===== src/sv/reverse_word_order_top_assert.svh =====
// assertion macros for the reverse word order block
// depends on nothing; the including module provides clk and rst_n
`ifndef REVERSE_WORD_ORDER_TOP_ASSERT_SVH
`define REVERSE_WORD_ORDER_TOP_ASSERT_SVH
`ifndef ASSERT_OFF
`define RWO_ASSERT_IMP(lbl, pre, post, msg) \
    lbl: assert property (@(posedge clk) disable iff (!rst_n) (pre) |-> (post)) \
        else $error(msg);
`define RWO_ASSERT_NXT(lbl, pre, post, msg) \
    lbl: assert property (@(posedge clk) disable iff (!rst_n) (pre) |=> (post)) \
        else $error(msg);
`else
`define RWO_ASSERT_IMP(lbl, pre, post, msg)
`define RWO_ASSERT_NXT(lbl, pre, post, msg)
`endif
`endif


===== src/sv/rwo_pkg.sv =====
// shared types and constants of the reverse word order block
// no dependencies
`timescale 1ns / 1ps
`default_nettype none
package rwo_pkg;
    localparam int MAX_LEN_DEF = 64;
    localparam int CHR_W       = 8;
    localparam logic [CHR_W-1:0] SPACE_CHAR = 8'h20;

    // one result transfer
    typedef struct packed {
        logic [CHR_W-1:0] chr;
        logic             last;
        logic             empty;
        logic             trunc;
    } item_t;

    // sequencer status
    typedef struct packed {
        logic busy;
        logic loading;
    } seq_status_t;
endpackage
`default_nettype wire


===== src/sv/rwo_ram.sv =====
// generic single write, single read ram with registered read data
// no dependencies
`timescale 1ns / 1ps
`default_nettype none
module rwo_ram #(
    parameter int WIDTH = 8,
    parameter int DEPTH = 64
) (
    input  wire logic                     clk,
    input  wire logic                     we,
    input  wire logic [$clog2(DEPTH)-1:0] waddr,
    input  wire logic [WIDTH-1:0]         wdata,
    input  wire logic                     re,
    input  wire logic [$clog2(DEPTH)-1:0] raddr,
    output logic      [WIDTH-1:0]         rdata
);
    logic [WIDTH-1:0] mem [DEPTH];

    always_ff @(posedge clk)
    begin
        if (we)
        begin
            mem[waddr] <= wdata;
        end
        if (re)
        begin
            rdata <= mem[raddr];
        end
    end
endmodule
`default_nettype wire


===== src/sv/rwo_seq.sv =====
// sequencer: loads the line buffer, scans it backwards and emits words
// depends on rwo_pkg; drives the ports of one rwo_ram
`timescale 1ns / 1ps
`default_nettype none
module rwo_seq
    import rwo_pkg::*;
#(
    parameter int MAX_LEN = MAX_LEN_DEF
) (
    input  wire logic                       clk,
    input  wire logic                       rst_n,
    input  wire logic                       in_valid,
    input  wire logic [CHR_W-1:0]           in_chr,
    input  wire logic                       in_last,
    output logic                            in_ready,
    output logic                            ram_we,
    output logic [$clog2(MAX_LEN)-1:0]      ram_waddr,
    output logic [CHR_W-1:0]                ram_wdata,
    output logic                            ram_re,
    output logic [$clog2(MAX_LEN)-1:0]      ram_raddr,
    input  wire logic [CHR_W-1:0]           ram_rdata,
    output logic                            push_valid,
    input  wire logic                       push_ready,
    output item_t                           push_item,
    output seq_status_t                     status
);
    localparam int AW = $clog2(MAX_LEN);
    localparam int CW = $clog2(MAX_LEN + 1);
    localparam logic [CW-1:0] ONE  = CW'(1);
    localparam logic [CW-1:0] FULL = CW'(MAX_LEN);

    typedef enum logic [8:0] {
        S_LOAD     = 9'b000000001,
        S_SKIP     = 9'b000000010,
        S_SKIP_CHK = 9'b000000100,
        S_FIND     = 9'b000001000,
        S_FIND_CHK = 9'b000010000,
        S_EMIT_SEP = 9'b000100000,
        S_EMIT_RD  = 9'b001000000,
        S_EMIT_WR  = 9'b010000000,
        S_DONE     = 9'b100000000
    } state_t;

    state_t         state_reg, state_next;
    logic  [CW-1:0] fill_reg, fill_next;
    logic  [CW-1:0] ptr_reg, ptr_next;
    logic  [CW-1:0] end_reg, end_next;
    logic  [CW-1:0] emit_reg, emit_next;
    logic           ovf_reg, ovf_next;
    logic           first_reg, first_next;
    logic           pend_valid_reg, pend_valid_next;
    item_t          pend_reg, pend_next;
    logic           can_take;
    logic  [CW-1:0] ptr_dec;

    assign ptr_dec  = ptr_reg - ONE;
    // pending slot frees when empty or when its item is pushed this cycle
    assign can_take = !pend_valid_reg || push_ready;

    always_comb
    begin
        state_next      = state_reg;
        fill_next       = fill_reg;
        ptr_next        = ptr_reg;
        end_next        = end_reg;
        emit_next       = emit_reg;
        ovf_next        = ovf_reg;
        first_next      = first_reg;
        pend_valid_next = pend_valid_reg;
        pend_next       = pend_reg;
        in_ready        = 1'b0;
        ram_we          = 1'b0;
        ram_waddr       = fill_reg[AW-1:0];
        ram_wdata       = in_chr;
        ram_re          = 1'b0;
        ram_raddr       = ptr_dec[AW-1:0];
        push_valid      = 1'b0;
        push_item       = pend_reg;
        case (state_reg)
            S_LOAD:
            begin
                in_ready = 1'b1;
                if (in_valid)
                begin
                    if (fill_reg < FULL)
                    begin
                        ram_we    = 1'b1;
                        fill_next = fill_reg + ONE;
                        ptr_next  = fill_reg + ONE;
                    end
                    else
                    begin
                        ovf_next = 1'b1;
                        ptr_next = fill_reg;
                    end
                    if (in_last)
                    begin
                        state_next = S_SKIP;
                    end
                end
            end
            S_SKIP:
            begin
                if (ptr_reg == '0)
                begin
                    state_next = S_DONE;
                end
                else
                begin
                    ram_re     = 1'b1;
                    state_next = S_SKIP_CHK;
                end
            end
            S_SKIP_CHK:
            begin
                ptr_next = ptr_dec;
                if (ram_rdata == SPACE_CHAR)
                begin
                    state_next = S_SKIP;
                end
                else
                begin
                    end_next   = ptr_reg;
                    state_next = S_FIND;
                end
            end
            S_FIND:
            begin
                if (ptr_reg == '0)
                begin
                    emit_next  = ptr_reg;
                    state_next = S_EMIT_SEP;
                end
                else
                begin
                    ram_re     = 1'b1;
                    state_next = S_FIND_CHK;
                end
            end
            S_FIND_CHK:
            begin
                if (ram_rdata == SPACE_CHAR)
                begin
                    emit_next  = ptr_reg;
                    state_next = S_EMIT_SEP;
                end
                else
                begin
                    ptr_next   = ptr_dec;
                    state_next = S_FIND;
                end
            end
            S_EMIT_SEP:
            begin
                push_valid = pend_valid_reg;
                if (first_reg)
                begin
                    state_next = S_EMIT_RD;
                end
                else if (can_take)
                begin
                    pend_valid_next = 1'b1;
                    pend_next       = '{chr: SPACE_CHAR, last: 1'b0, empty: 1'b0,
                                        trunc: ovf_reg};
                    state_next      = S_EMIT_RD;
                end
            end
            S_EMIT_RD:
            begin
                if (emit_reg == end_reg)
                begin
                    first_next = 1'b0;
                    state_next = S_SKIP;
                end
                else
                begin
                    ram_re     = 1'b1;
                    ram_raddr  = emit_reg[AW-1:0];
                    state_next = S_EMIT_WR;
                end
            end
            S_EMIT_WR:
            begin
                push_valid = pend_valid_reg;
                if (can_take)
                begin
                    pend_valid_next = 1'b1;
                    pend_next       = '{chr: ram_rdata, last: 1'b0, empty: 1'b0,
                                        trunc: ovf_reg};
                    emit_next       = emit_reg + ONE;
                    state_next      = S_EMIT_RD;
                end
            end
            S_DONE:
            begin
                push_valid = 1'b1;
                if (pend_valid_reg)
                begin
                    push_item = '{chr: pend_reg.chr, last: 1'b1, empty: 1'b0,
                                  trunc: ovf_reg};
                end
                else
                begin
                    push_item = '{chr: '0, last: 1'b1, empty: 1'b1, trunc: ovf_reg};
                end
                if (push_ready)
                begin
                    fill_next       = '0;
                    ovf_next        = 1'b0;
                    first_next      = 1'b1;
                    pend_valid_next = 1'b0;
                    state_next      = S_LOAD;
                end
            end
            default:
            begin
                state_next = S_LOAD;
            end
        endcase
    end

    always_ff @(posedge clk or negedge rst_n)
    begin
        if (!rst_n)
        begin
            state_reg      <= S_LOAD;
            fill_reg       <= '0;
            ovf_reg        <= 1'b0;
            first_reg      <= 1'b1;
            pend_valid_reg <= 1'b0;
        end
        else
        begin
            state_reg      <= state_next;
            fill_reg       <= fill_next;
            ovf_reg        <= ovf_next;
            first_reg      <= first_next;
            pend_valid_reg <= pend_valid_next;
        end
    end

    always_ff @(posedge clk)
    begin
        ptr_reg  <= ptr_next;
        end_reg  <= end_next;
        emit_reg <= emit_next;
        pend_reg <= pend_next;
    end

    assign status.busy    = (state_reg != S_LOAD);
    assign status.loading = (state_reg == S_LOAD);
endmodule
`default_nettype wire


===== src/sv/reverse_word_order_top.sv =====
// reverse word order: line buffer ram, scan sequencer and output register
// depends on rwo_pkg, rwo_ram, rwo_seq and reverse_word_order_top_assert.svh
// loading takes one byte transfer a cycle; from the last byte on no byte is taken until the
// final result is handed off; each byte is scanned once (a space before a word twice)
// and each word is read out again byte by byte; reset: async, clears all control
`timescale 1ns / 1ps
`default_nettype none
`include "reverse_word_order_top_assert.svh"
module reverse_word_order_top
    import rwo_pkg::*;
#(
    parameter int MAX_LEN = MAX_LEN_DEF
) (
    input  wire logic             clk,
    input  wire logic             rst_n,
    input  wire logic             s_axis_tvalid,
    output logic                  s_axis_tready,
    input  wire logic [CHR_W-1:0] s_axis_tdata,   // in_byte
    input  wire logic             s_axis_tlast,   // in_last
    output logic                  m_axis_tvalid,
    input  wire logic             m_axis_tready,
    output logic      [CHR_W-1:0] m_axis_tdata,   // out_byte
    output logic                  m_axis_tlast,   // out_last
    output logic      [1:0]       m_axis_tuser    // out_empty, truncated
);
    localparam int AW = $clog2(MAX_LEN);

    // line buffer port signals
    logic             ram_we;
    logic [AW-1:0]    ram_waddr;
    logic [CHR_W-1:0] ram_wdata;
    logic             ram_re;
    logic [AW-1:0]    ram_raddr;
    logic [CHR_W-1:0] ram_rdata;

    // sequencer to output register hand-off
    logic        push_valid;
    logic        push_ready;
    item_t       push_item;
    seq_status_t status;

    // output register
    logic  out_valid_reg, out_valid_next;
    item_t out_item_reg, out_item_next;

    // conditions watched by the checks
    logic final_push;
    logic empty_out;

    // line buffer, written while loading, read during the scan
    rwo_ram #(
        .WIDTH (CHR_W),
        .DEPTH (MAX_LEN)
    ) u_line_buf (
        .clk   (clk),
        .we    (ram_we),
        .waddr (ram_waddr),
        .wdata (ram_wdata),
        .re    (ram_re),
        .raddr (ram_raddr),
        .rdata (ram_rdata)
    );

    // scan sequencer sharing one read and compare path
    rwo_seq #(
        .MAX_LEN (MAX_LEN)
    ) u_seq (
        .clk        (clk),
        .rst_n      (rst_n),
        .in_valid   (s_axis_tvalid),
        .in_chr     (s_axis_tdata),
        .in_last    (s_axis_tlast),
        .in_ready   (s_axis_tready),
        .ram_we     (ram_we),
        .ram_waddr  (ram_waddr),
        .ram_wdata  (ram_wdata),
        .ram_re     (ram_re),
        .ram_raddr  (ram_raddr),
        .ram_rdata  (ram_rdata),
        .push_valid (push_valid),
        .push_ready (push_ready),
        .push_item  (push_item),
        .status     (status)
    );

    // output stage frees when empty or drained this cycle
    assign push_ready = !out_valid_reg || m_axis_tready;

    always_comb
    begin
        out_valid_next = out_valid_reg;
        out_item_next  = out_item_reg;
        if (push_ready)
        begin
            out_valid_next = push_valid;
            if (push_valid)
            begin
                out_item_next = push_item;
            end
        end
    end

    always_ff @(posedge clk or negedge rst_n)
    begin
        if (!rst_n)
        begin
            out_valid_reg <= 1'b0;
        end
        else
        begin
            out_valid_reg <= out_valid_next;
        end
    end

    always_ff @(posedge clk)
    begin
        out_item_reg <= out_item_next;
    end

    assign m_axis_tvalid   = out_valid_reg;
    assign m_axis_tdata    = out_item_reg.chr;
    assign m_axis_tlast    = out_item_reg.last;
    assign m_axis_tuser[0] = out_item_reg.empty;
    assign m_axis_tuser[1] = out_item_reg.trunc;

    assign final_push = push_valid && push_ready && push_item.last;
    assign empty_out  = m_axis_tvalid && m_axis_tuser[0];

    // the block takes no byte while it scans
    `RWO_ASSERT_IMP(a_no_load_in_scan, status.busy, !s_axis_tready && !ram_we, "byte in scan")
    // the final result transfer of a string hands control back to loading
    `RWO_ASSERT_NXT(a_back_to_load, final_push, status.loading, "no return to loading")
    // an empty result is always the single, final and zero one
    `RWO_ASSERT_IMP(a_empty_form, empty_out, m_axis_tlast && (m_axis_tdata == '0), "bad empty")
endmodule
`default_nettype wire


===== config.mk =====
export PLATFORM = sky130hd
export DESIGN_NAME = reverse_word_order_top
export DESIGN_NICKNAME = d
export VERILOG_FILES = /design/src/sv/rwo_pkg.sv /design/src/sv/rwo_ram.sv /design/src/sv/rwo_seq.sv /design/src/sv/reverse_word_order_top.sv
export VERILOG_INCLUDE_DIRS = /design/src /design/src/sv
export SDC_FILE = /design/constraint.sdc
export NUM_CORES = 1
export LEC_CHECK = 0
export BUFFER_PORTS_ARGS = -buffer_cell sky130_fd_sc_hd__buf_2
export CAP_MARGIN = 20
export CELL_PAD_IN_SITES_DETAIL_PLACEMENT = 2
export CELL_PAD_IN_SITES_GLOBAL_PLACEMENT = 2
export CORE_MARGIN = 4
export CORE_UTILIZATION = 48
export CTS_BUF_LIST = sky130_fd_sc_hd__clkbuf_8
export CTS_CLUSTER_SIZE = 30
export DETAILED_ROUTE_END_ITERATION = 10
export HOLD_SLACK_MARGIN = 0.12
export PLACE_DENSITY = 0.78
export SYNTH_ARGS = -nofsm -noshare
export SYNTH_HDL_FRONTEND = slang
export SYNTH_SLANG_ARGS = --single-unit

===== constraint.sdc =====
create_clock -name clk -period 3.44 [get_ports clk]
set_input_delay 0.516 -clock clk [delete_from_list [all_inputs] [get_ports clk]]
set_output_delay 0.516 -clock clk [all_outputs]
set_load 0.02 [all_outputs]

==> run_results.csv, run 1 <==
group,metric,value,unit
outcome,status,"complete, but fails checks",
outcome,violations,"setup timing",
cts,cts_made_buffers,97,
cts,root_buffer,"clkbuf_8",
cts,cts_max_path_buffers,3,
routing,wl_per_cell,40.9,um
yosys,yosysSeqAreaShare,0.728,
cts,clk_latency,760,ps
floorplanning,core-area,49100,um^2
global_route,antenna_found_initial,2,
floorplanning,fp.dieW,231,um
cts,cts_max_level,3,
critical_path,critPathArrivalTime,4480,ps
routing,drt-vias-per-instance,6.80,
yosys,synth_cells,1547,
routing,drcViolationCount,0,
final_layout,area_delta_synth_final,20.2,%
global_route,gr-total-overflow,0,
routing,drtIter0Drc,2539,
final_layout,largest_reg_flops,512,
final_layout,fin_util,0.584,
routing,drt_first_pass_iters,6,
cts,clk_pin_slew,80,ps
floorplanning,fp-row-count,81,
sta,rsz0062_at_grt,"yes",
sta,fin_tns_setup,-13140,ps
sta,slew_headroom,0.270,
final_layout,n_antenna_cell,0,
global_route,grt_max_degree,65,
final_layout,drive_above_1_share,0.244,
critical_path,required,3960,ps
flow_run,cap_violations,0,
critical_path,critPathLaunchType,"register",
place,dp_hpwl,53700,um
routing,ant_nets,0,
yosys,ys_ff_latch,581,
routing,wl,105000,um
yosys,synth_edf_count,561,
cts,clock-sinks,581,
yosys,yosysUniqueCellTypes,57,
place,port_buffers,25,
sta,fin_crit_sh,1.15,
critical_path,crit_fanout,17,
floorplanning,io_pins,26,
yosys,yosys_warnings,0,
yosys,yosys_most_used_dff,"edfxtp_1",
place,gp_congestion,0.881,
power,p_per_area,868,nW/um^2
floorplanning,fp.dieArea,53300,um^2
sta,finalHoldViolations,0,
sta,finalMaxSlewViolations,0,
cts,cts_tree,"done",
global_route,grt_pass1_wl,130000,um
final_layout,final_nets,1841,
yosys,syn-cell-area,23800,um^2
floorplanning,die_y,231,um
routing,dr_total_vias,17400,
global_route,grt_usage,0.338,
sta,worstMarginPinSlew,1100,ps
final_layout,n_fill_cell,4279,
power,total_power,24800,uW
min_path,hold_class,"input port to register",
global_route,grt_pass1_vias,17500,
yosys,async_reset_ff_frac,0.0344,
power,p_leak,0.0103,uW
sta,fin_crit,3960,ps
power,vdd_ir_drop_max,0.531,mV
sta,fin_skew,55.9,ps
sta,fmax,253,MHz
sta,report.final.setup_viol,203,
yosys,syn_nets,1563,
yosys,syn_avg_cell_area,15.4,um^2
sta,fin_ws,-516,ps
floorplanning,initial_core_util,0.486,
critical_path,crit_type,"register to register",
critical_path,end_kind,"register",
==> power by group <==
group	switching [uW]	leakage (uW)	total, uW	internal (uW)
Sequential	264	0.00528	8320	8060
Combinational	6590	0.00400	10300	3660
Clock	3360	0.000995	6260	2900
Total	10200	0.0103	24800	14600
==> layout by cell type (no fill, tap or decap), drive strengths merged, types with 24 or more instances in the layout <==
master  count
edfxtp    561
buf       268
mux2i     189
nand2     135
nor2      107
clkbuf    104
a211oi     98
inv        64
a31oi      43
nand3      35
o221ai     32
clkinv     31
a222oi     24
==> cells in the mapped netlist, drive strengths merged (3+ instances only) <==
cell | n | area, um^2
ha | 3 | 37.5
nor3 | 11 | 60.1
or3 | 4 | 25.0
nor2b | 14 | 87.6
o221ai | 32 | 280
a222oi | 24 | 240
nand2 | 135 | 507
o21ai | 15 | 75.1
a21oi | 18 | 93.8
dfrtp | 18 | 450
nand2b | 5 | 31.3
nand3b | 8 | 60.1
a211oi | 98 | 741
o31ai | 6 | 45.0
nor4b | 4 | 41.3
clkbuf | 47 | 176
a2111oi | 8 | 120
and2 | 12 | 75.1
xor2 | 15 | 131
a31oi | 43 | 269
edfxtp | 561 | 16800
a32oi | 8 | 70.1
a21o | 4 | 30.0
nor2 | 107 | 402
mux2i | 189 | 1890
or2 | 4 | 25.0
buf | 49 | 357
nor4 | 7 | 65.1
nand3 | 35 | 175
xnor2 | 8 | 70.1
inv | 32 | 120
==> kinds of logic (layout without fill, tap and decap cells) <==
logic type               count (synthesis)  count (layout)  share of synthesized area
AO/OA/AOI/OAI                          265             265                     0.0856
XOR/XNOR                                23              23                    0.00846
adder cells (fa/ha/maj)                  3               3                    0.00158
buffers and inverters                  128             473                     0.0274
flip-flops                             581             581                      0.728
multiplexers                           191             191                     0.0804
AND/OR/NAND/NOR                        356             356                     0.0683
==> per-layer routing <==
| metal | vias up | wire, um | part of all wire | track usage |
|---|---|---|---|---|
| met5 | - | 9 | 0.000086 | 0 |
| met4 | 2 | 6790 | 0.065 | 0.151 |
| met3 | 404 | 10100 | 0.097 | 0.0734 |
| met2 | 1361 | 49500 | 0.47 | 0.554 |
| met1 | 8998 | 38200 | 0.37 | 0.436 |
| li1 | 6618 | - | - | - |
==> final timing paths <==
| check | slack (ps) | cells after the start | end | startpoint |
|---|---|---|---|---|
| worst min-delay path | 190 | 1 | u_line_buf.mem[19][2]$_DFFE_PP_ | s_axis_tdata[2] |
| worst max-delay path | -520 | 12 | u_line_buf.rdata[6]$_DFFE_PP_ | u_seq.state_reg[8]$_DFFE_PN0P_ |
| worst max register to register | -520 | 12 | u_line_buf.rdata[6]$_DFFE_PP_ | u_seq.state_reg[8]$_DFFE_PN0P_ |
| worst min register to register | 520 | 1 | m_axis_tdata[3]$_DFFE_PP_ | u_seq.pend_reg[6]$_SDFFCE_PP0P_ |
| max in group asynchronous | 2750 | 2 | u_seq.state_reg[0]$_DFFE_PN1P_ | rst_n |
| min in group asynchronous | 300 | 2 | u_seq.ovf_reg$_DFFE_PN0P_ | rst_n |
==> layout make-up <==
type / count / area (um^2) / share of cell area
flip-flops and latches: 581 / 17300 / 0.606
multi-input cells: 838 / 6220 / 0.217
repair buffers: 275 / 2380 / 0.0831
clock buffers: 100 / 1380 / 0.0481
well taps: 664 / 831 / 0.0290
clock inverters: 66 / 345 / 0.0121
inverters: 32 / 120 / 0.00420
==> worst max-delay path, stage by stage, from the launching register on <==
cell and delay [ps]:
dfrtp_1 430, nor4_4 450, nand3_4 180, buf_4 180, a211oi_2 440, a21o_2 270, buf_12 200, mux2i_1 130
a211oi_1 620, buf_4 230, a211oi_2 50, buf_4 180, a2111oi_4 380
==> through the flow <==
stage / setup slack, ps / hold WS, ps / cell area (um^2) / cells
after global placement: -341 / 487 / 26000 / 2343
after global routing: -613 / 141 / 28600 / 2556
after floorplan: 91.4 / 220 / 23800 / 1547
after CTS: -83.2 / 151 / 28200 / 2527
final: -516 / 188 / 28600 / 2556
after detailed placement: -584 / 498 / 26000 / 2343
==> what timing repair did <==
action | CTS | global route
endpoints found under the hold margin | 21 | 0
resized for setup | 44 | 22
endpoints found under the setup margin | 272 | 111
cloned | 3 | 4
pin swaps | 24 | 26
setup buffers | 15 | 26
hold buffers | 2 | 0
No activity file was read; power rests on OpenSTA's default activity.
==> run 2, diff against run 1 <==
Settings changed: PLACE_DENSITY 0.78 to 0.75, SYNTH_HIERARCHICAL from default to 1.
==> run 2 against run 1 <==
Compared with the run above:
- the flow still finishes with violations (setup timing)
- first-iteration DRC count fell by 35%
- register-to-register slack better by 360 ps
- cell area fell by 2.3%
- die area shrank 0.66%
- flip-flop and latch count unchanged
- maximum frequency grew 10%
- largest power group unchanged
- highest routed layer unchanged
==> run_results.csv, run 2 <==
group,metric,value,unit
critical_path,cp_slowest_stage_delay,470,ps
place,port_buffers,25,
routing,drcViolationCount,0,
critical_path,crit_start,"u_seq/emit_reg[5]$_DFFE_PP_",
critical_path,rr_worst_depth,11,
critical_path,r2r_setup_slack,-160,ps
cts,cts_max_level,3,
routing,ant_nets,0,
critical_path,required,3880,ps
global_route,grt_usage,0.297,
final_layout,drive_above_1_share,0.335,
floorplanning,core-area,48800,um^2
routing,dr_total_vias,13800,
sta,fmax,278,MHz
critical_path,r2r-start,"u_seq/emit_reg[5]$_DFFE_PP_",
final_layout,final_cell_mix,"561 x edfxtp_1, 144 x buf_4, 126 x mux4_2, 103 x clkbuf_8, 95 x nor2_1",
global_route,grt_max_degree,65,
critical_path,crit_type,"register to register",
critical_path,critPathLaunchType,"register",
power,p_int,14800,uW
cts,cts_tree,"done",
place,gp_congestion,0.827,
final_layout,final_nets,1496,
sta,fin_skew,44.5,ps
floorplanning,io_pins,26,
sta,fin_tns_setup,-836,ps
yosys,syn_nets,1269,
cts,root_buffer,"clkbuf_8",
final_layout,stdcell_count,2216,
cts,clk_latency,720,ps
floorplanning,initial_core_util,0.484,
place,dp_hpwl,47300,um
sta,finalMaxSlewViolations,0,
min_path,min_to,"u_seq/state_reg[0]$_DFFE_PN1P_",
power,vdd_ir_drop_max,0.365,mV
floorplanning,fp.dieW,230,um
power,p_leak,0.00953,uW
yosys,syn-cell-area,23700,um^2
final_layout,area_delta_synth_final,18.2,%
sta,finalHoldViolations,0,
outcome,violations,"setup timing",
power,pwr-share-seq,0.365,
power,pwr-share-comb,0.380,
global_route,gr-total-overflow,0,
sta,fin_ws,-157,ps
min_path,hold_class,"input port to register",
yosys,synth_cells,1253,
flow_run,cap_violations,0,
routing,drt_first_pass_iters,5,
cts,clk_pin_slew,70,ps
sta,fin_crit,3600,ps
global_route,antenna_found_initial,5,
critical_path,crit_fanout,4,
power,clockPowerShare,0.255,
routing,drtIter0Drc,1640,
sta,slew_headroom,0.317,
sta,worstMarginPinSlew,1020,ps
cts,clock-sinks,581,
global_route,grt_pass1_vias,15100,
power,power_switching,8060,uW
floorplanning,fp.dieArea,52900,um^2
power,p_per_area,818,nW/um^2
final_layout,largest_reg_flops,512,
floorplanning,fp-row-count,81,
sta,rsz0062_at_grt,"yes",
floorplanning,die_y,230,um
min_path,min_path_cells,3,
place,numPlacedInstances,2014,
final_layout,final_common_cell,"edfxtp_1",
routing,drt-vias-per-instance,6.24,
min_path,worstHoldStart,"s_axis_tvalid",
yosys,yosys_warnings,6,
power,swShare,0.352,
sta,fin_crit_sh,1.05,
critical_path,critPathArrivalTime,4040,ps
critical_path,end_kind,"register",
sta,report.final.setup_viol,8,
routing,wl_per_cell,35.2,um
cts,cts_max_path_buffers,3,
yosys,syn_avg_cell_area,18.9,um^2
global_route,grt_pass1_wl,112000,um
critical_path,path_cells,"xor2_2, nor4_4, a21oi_4, buf_4, mux2_4, mux4_2, mux2_2, o221a_2, nor3_2, buf_4, o32ai_2",
critical_path,cpMaxStageDelayCell,"edfxtp_1",
critical_path,cp_common_cell,"buf_4",
outcome,status,"complete, but fails checks",
routing,wl,78000,um
critical_path,reg2reg_to,"u_line_buf/rdata[6]$_DFFE_PP_",
cts,cts_made_buffers,97,
==> run 2: metrics by stage <==
step           hold slack [ps]  worst slack (ps)  instance area, um^2  power [uW]  utilization
2_1_floorplan              220              48.8                23700       12900            -
3_3_place_gp               466              -220                25400       15400        0.520
3_5_place_dp               496              -591                25500       15800        0.521
4_1_cts                    140             -95.8                27800       22600        0.568
5_1_grt                    170              -196                28000       23700        0.573
6_report                   189              -157                28000       22900        0.573
==> run 2: final cells by class <==
type,count,area (um^2)
clock inverters,66,334
inverters,13,48.8
clock buffers,103,1420
well taps,664,831
flip-flops and latches,581,17300
diodes,2,5.00
fillers,4102,20900
multi-input cells,581,6100
repair buffers,206,1890
==> run 2: repair_timing <==
action | CTS | global route
buffers inserted | 19 | 1
gates cloned | 4 | 2
setup endpoints to repair | 8 | 12
pin swaps | 7 | 8
resized for setup | 49 | 17
hold endpoints to repair | 20 | 0
hold buffers | 2 | 0
==> run 2: worst max-delay path by stage <==
| stage | to | slack (ps) | cells after the start |
|---|---|---|---|
| detailed placement | u_line_buf/rdata[2]$_DFFE_PP_ | -590 | 11 |
| global placement | u_line_buf/rdata[2]$_DFFE_PP_ | -220 | 11 |
| finish | u_line_buf/rdata[6]$_DFFE_PP_ | -160 | 11 |
| CTS | u_line_buf/rdata[0]$_DFFE_PP_ | -100 | 10 |
| global route | u_line_buf/rdata[0]$_DFFE_PP_ | -200 | 11 |
| floorplan | u_line_buf/rdata[3]$_DFFE_PP_ | 50 | 12 |
==> run 2: critical path, delay by kind of cell (launching register included) <==
family | cells | cell delay [ps]
flip-flops | 1 | 470
AND/OR/NAND/NOR | 2 | 610
AO/OA/AOI/OAI | 3 | 560
buffers and inverters | 2 | 350
multiplexers | 3 | 1130
XOR/XNOR | 1 | 200
==> run 2: power by group through the flow <==
stage / clock [uW] / combinational [uW] / sequential [uW]
2_1_floorplan: 0 / 4550 / 8310
3_3_place_gp: 0 / 6910 / 8450
3_5_place_dp: 0 / 7280 / 8490
4_1_cts: 5870 / 8350 / 8350
5_1_grt: 6300 / 9010 / 8380
6_report: 5830 / 8690 / 8360
==> run 2: per-layer routing <==
layer	vias to the layer above	track usage	routed length (um)
met5	-	0	27
met4	4	0.126	3400
met3	201	0.0652	5840
met2	712	0.491	38700
met1	7380	0.384	30100
li1	5526	-	-
